### src/hdl/ocep_pkg.sv
package ocep_pkg;

    localparam int CORDIC_ITER_DEF = 16;
    localparam int ANGLE_FRAC_DEF  = 16;

    // Datapath widths of the rotator: x and y in Q30 with headroom, z in Q30 over 2pi
    localparam int XW = 34;
    localparam int ZW = 36;

    localparam longint PI_Q30      = 64'sd3373259426;
    localparam longint HALF_PI_Q30 = 64'sd1686629713;
    localparam longint MILLI_Q30   = 64'sd1073742;
    localparam longint GAIN_Q30    = 64'sd652032874;

    localparam int RADIUS_W = 23;
    localparam int COORD_W  = 24;
    localparam int AMOUNT_W = 24;

    typedef enum logic [1:0] {
        CMD_ROT_AZ   = 2'd0,
        CMD_ROT_POL  = 2'd1,
        CMD_ZOOM     = 2'd2,
        CMD_RESTART  = 2'd3
    } cmd_t;

    localparam logic [2:0] REG_CENTER_X     = 3'd0;
    localparam logic [2:0] REG_CENTER_Y     = 3'd1;
    localparam logic [2:0] REG_CENTER_Z     = 3'd2;
    localparam logic [2:0] REG_MIN_RADIUS   = 3'd3;
    localparam logic [2:0] REG_START_RADIUS = 3'd4;
    localparam logic [2:0] REG_START_AZ     = 3'd5;
    localparam logic [2:0] REG_START_POLAR  = 3'd6;

    typedef enum logic [5:0] {
        ST_IDLE = 6'b000001,
        ST_WRAP = 6'b000010,
        ST_FEED = 6'b000100,
        ST_WAIT = 6'b001000,
        ST_MUL  = 6'b010000,
        ST_OUT  = 6'b100000
    } state_t;

    typedef struct packed {
        logic                 valid;
        logic                 tag;
        logic                 neg;
        logic signed [XW-1:0] x;
        logic signed [XW-1:0] y;
        logic signed [ZW-1:0] z;
    } cordic_t;

    function automatic longint two_pi_f(int f);
        int sh;
        sh = 30 - f;
        return (2 * PI_Q30 + (64'sd1 <<< (sh - 1))) >>> sh;
    endfunction

    function automatic longint cap_f(int f);
        int sh;
        sh = 30 - f;
        return (HALF_PI_Q30 - MILLI_Q30 + (64'sd1 <<< (sh - 1))) >>> sh;
    endfunction

    function automatic logic signed [XW-1:0] atan_q30(int i);
        logic signed [XW-1:0] v;
        case (i)
            0:       v = 34'sd843314856;
            1:       v = 34'sd497837829;
            2:       v = 34'sd263043836;
            3:       v = 34'sd133525158;
            4:       v = 34'sd67021686;
            5:       v = 34'sd33543515;
            6:       v = 34'sd16775850;
            7:       v = 34'sd8388437;
            8:       v = 34'sd4194282;
            9:       v = 34'sd2097149;
            10:      v = 34'sd1048575;
            11:      v = 34'sd524287;
            12:      v = 34'sd262143;
            13:      v = 34'sd131071;
            14:      v = 34'sd65535;
            15:      v = 34'sd32767;
            16:      v = 34'sd16383;
            17:      v = 34'sd8191;
            18:      v = 34'sd4095;
            19:      v = 34'sd2047;
            20:      v = 34'sd1023;
            21:      v = 34'sd511;
            22:      v = 34'sd255;
            23:      v = 34'sd127;
            default: v = '0;
        endcase
        return v;
    endfunction

    // Round a Q30 product half up and drop the fraction
    function automatic logic signed [2*XW-1:0] round_q30(logic signed [2*XW-1:0] p);
        return (p + (68'sd1 <<< 29)) >>> 30;
    endfunction

    function automatic logic [COORD_W-1:0] sat_coord(logic signed [2*XW-1:0] v);
        logic [COORD_W-1:0] r;
        if (v > 68'sd8388607) begin
            r = 24'h7fffff;
        end else if (v < -68'sd8388608) begin
            r = 24'h800000;
        end else begin
            r = v[COORD_W-1:0];
        end
        return r;
    endfunction

endpackage

### src/hdl/ocep_cell.sv
module ocep_cell #(
    parameter int IDX = 0
) (
    input  logic              aclk,
    input  logic              aresetn,
    input  ocep_pkg::cordic_t cell_in,
    output ocep_pkg::cordic_t cell_out
);
    import ocep_pkg::*;

    localparam logic signed [XW-1:0] ATAN = atan_q30(IDX);

    cordic_t cell_reg;
    cordic_t cell_next;
    logic signed [XW-1:0] x_sh;
    logic signed [XW-1:0] y_sh;

    always_comb begin
        x_sh = $signed(cell_in.x) >>> IDX;
        y_sh = $signed(cell_in.y) >>> IDX;
        cell_next = cell_in;
        if (!cell_in.z[ZW-1]) begin
            cell_next.x = cell_in.x - y_sh;
            cell_next.y = cell_in.y + x_sh;
            cell_next.z = cell_in.z - ZW'(ATAN);
        end else begin
            cell_next.x = cell_in.x + y_sh;
            cell_next.y = cell_in.y - x_sh;
            cell_next.z = cell_in.z + ZW'(ATAN);
        end
    end

    always_ff @(posedge aclk) begin
        if (!aresetn) begin
            cell_reg.valid <= 1'b0;
        end else begin
            cell_reg <= cell_next;
        end
    end

    assign cell_out = cell_reg;

endmodule

### config.mk
export PLATFORM = sky130hd
export DESIGN_NAME = ocep_cell
export DESIGN_NICKNAME = d
export VERILOG_FILES = /design/src/hdl/ocep_pkg.sv /design/src/hdl/ocep_cell.sv
export SDC_FILE = /design/constraint.sdc
export NUM_CORES = 1
export LEC_CHECK = 0
export BUFFER_PORTS_ARGS = -buffer_cell sky130_fd_sc_hd__buf_4
export CAP_MARGIN = 20
export CORE_MARGIN = 3
export CORE_UTILIZATION = 25
export DETAILED_ROUTE_END_ITERATION = 12
export HOLD_SLACK_MARGIN = 0.02
export PLACE_DENSITY = 0.4
export SKIP_LAST_GASP = 1
export SYNTH_ARGS = -nofsm -noshare
export SYNTH_HDL_FRONTEND = slang
export SYNTH_SLANG_ARGS = --single-unit
### constraint.sdc
create_clock -name aclk -period 7.41 [get_ports aclk]
set_input_delay 0.741 -clock aclk [delete_from_list [all_inputs] [get_ports aclk]]
set_output_delay 0.741 -clock aclk [all_outputs]
set_load 0.01 [all_outputs]
==> metrics.md <==
| Metric | Value |
|---|---|
| Slew HR | 34.7% |
| Register area | 3170 sq um |
| Initial antenna violation count | 0 |
| Syn Std Cell Area | 10,700 sq um |
| Tmin final | 3.92 ns |
| Worst hold-check path type | input port to flop |
| Cells after synthesis | 1,232 |
| Leading cell types by count after synthesis | 135 x a21oi_1, 130 x ha_1, 108 x inv_1, 105 x edfxtp_1, 104 x nor2_1 |
| CP max stage cell | nor3_1 |
| DP HPWL | 31,300 um |
| Combinational share of power | 42.0% |
| Crit share post-route | 52.9% |
| Area contributors post-synth | edfxtp_1 29%, ha_1 15%, xnor2_1 6.7% |
| Final setup fails | 0 |
| Vias in the first global route | 9,810 |
| First-pass GRT wire length | 59,000 um |
| P_int | 0.00151 W |
| RSZ-0062 raised after global routing | no |
| Resized Gates After CTS | 0 |
| CP Buf/Inv Count | 2 |
| I/O pin cnt | 216 |
| Static leakage | 5.70 nW |
| Core Util, Final | 31.2% |
| First-pass DRT Iterations | 5 |
| Worst Path Required | 7.54 ns |
| Synth Warn # | 0 |
| Cell row count | 75 |
| TritonCTS clock tree | yes |
| #FFs+latches synth | 106 |
| Maximum fanout along the worst path | 29 |
| Share of layout cells above drive strength 1 | 18.0% |
| CTS Buf Count | 9 |
| WL per Instance | 20.0 um |
| Async set or reset register ratio after synthesis | 0% |
| Sequential share of power | 34.9% |
| Max Slew Vio Count | 0 |
| Worst-path clk slew | 0.07 ns |
| Synth top area share | 29.5% |
| Clk pwr share | 23.1% |
| PortBufs | 215 |
| Root Driver | clkbuf_16 |
| Netlist cell types | 78 |
| # DRC | 0 |
| Hold_buf cts | 0 |
| Nets | 1,657 |
| Initial DRC Count | 604 |
| Crit. End Element | flop |
| Count leader, synth | a21oi_1 |
| Hold WS | 0.534 ns |
| Max-cap viol count | 0 |
| Routed wire length | 39,100 um |
| H-tree depth | 3 |
| Syn Nets | 1,475 |
| Post-DRT Antenna Nets | 0 |
| Tot Pwr | 0.00237 W |
| Die W | 213 um |
| WP data arrival | 4.05 ns |
| Seq/Total Area, Yosys | 29.7% |
| Core area | 42,100 sq um |
| Hold Vio Cnt, Final | 0 |
| TritonCTS Sinks | 106 |
| CP max stage delay | 0.60 ns |
| Fillcell total | 4,492 |
| Syn_area_per_cell | 8.68 sq um |
| Multi-input gate area | 6900 sq um |
| DIE HEIGHT | 213 um |
| Post-CTS Setup Bufs | 0 |
| GP Congestion | 0.857 |
| Starting density of the core | 25.4% |
| Slew @ Worst Pin | 0.974 ns |
| Net Sw Power | 0.000860 W |
| Maximum clock path buffer count | 2 |
| Ordered cell list for the critical path | buf_4, inv_2, ha_1, nor2_1, a211o_1, nand3_1, a32o_1, a211oi_1, nor3_1, a41oi_1, a221o_1, xnor2_1 |
| Grt ovf | 0 |
| Die ar. | 45,300 sq um |
| Fmax | 255 MHz |
| Largest area contributor in the netlist | edfxtp_1 |
| Post-synth EDFFs | 105 |
| Setup WS post-layout | 3.49 ns |
| Synth-to-layout area growth | 22.8% |
| Via density | 5.07 |
| Setup tns final | 0 ns |
| CP startpoint kind | input port |
| CP delay by family, top | compound AO/OA/AOI/OAI gates |
| Outcome | completed |
| Largest net degree at the start of global routing | 64 |
| # diodes | 0 |
| Peak supply drop | 0.122 mV |
| Sw Share | 36.3% |
| GRT Util Overall | 17.0% |
| Setup WS pre-CTS | 3.04 ns |
| Synth Flop Type | edfxtp_1 |
| Power Density | 180 nW/um^2 |
| Critical path type | input port to flop |
| Vias | 9,928 |
| Max reg flops | 106 |
-- power by group through the flow --
stage	sequential, W	combinational, W	clock, W
after global routing	0.000837	0.00109	0.000590
after CTS	0.000831	0.000999	0.000571
after floorplan	0.000883	0.000524	0
after detailed placement	0.000843	0.000995	0
final	0.000826	0.000993	0.000547
after global placement	0.000841	0.00100	0
-- layout make-up --
type	instances	share of cell area [%]
Tap cell	539	5.14
Clock buffer	12	1.80
Timing Repair Buffer	218	12.5
Inverter	114	3.26
Multi-Input combinational cell	965	52.6
Sequential cell	106	24.2
Clock inverter	4	0.591
-- worst paths after layout --
check / start / endpoint / slack, ns / cells after the start
setup / recovery: cell_in[35] / cell_out[31] / 3.49 / 12
hold / removal: cell_in[1] / cell_out[1] / 0.53 / 1
-- logic make-up (layout without fill, tap and decap cells) --
| logic type | count (synthesis) | after routing | synth area share [%] |
|---|---|---|---|
| AND/OR/NAND/NOR | 302 | 302 | 13.6 |
| buffers and inverters | 161 | 348 | 5.76 |
| adder cells (fa/ha/maj) | 134 | 134 | 16.0 |
| flip-flops | 106 | 106 | 29.7 |
| AO/OA/AOI/OAI | 425 | 425 | 26.3 |
| XOR/XNOR | 91 | 91 | 7.46 |
| multiplexers | 13 | 13 | 1.22 |
-- placed cells by master, fill, tap and decap left out, drive strengths merged, types with 16 or more instances in the layout --
master    n
nor2    104
nand2b   19
o21bai   27
ha      130
a21o     45
nand2    62
buf     218
o21ai    74
inv     112
xnor2    82
a211oi   20
a21oi   136
nor3     24
nand3    16
nand4    16
edfxtp  105
-- routing by layer --
metal  up-vias  global-route usage, %  part of all wire [%]
li1       4849                      -                     -
met2       290                   26.4                    44
met3        35                   2.54                   5.5
met1      4754                   24.2                    48
met5         -                      0                     0
met4         0                   6.19                   2.4
-- per-stage QoR --
step           instance area [sq um]  std cells
2_1_floorplan                  10700       1232
3_3_place_gp                   12800       1942
3_5_place_dp                   12800       1942
4_1_cts                        13100       1958
5_1_grt                        13100       1958
6_report                       13100       1958
No activity file was read; power rests on OpenSTA's default activity.
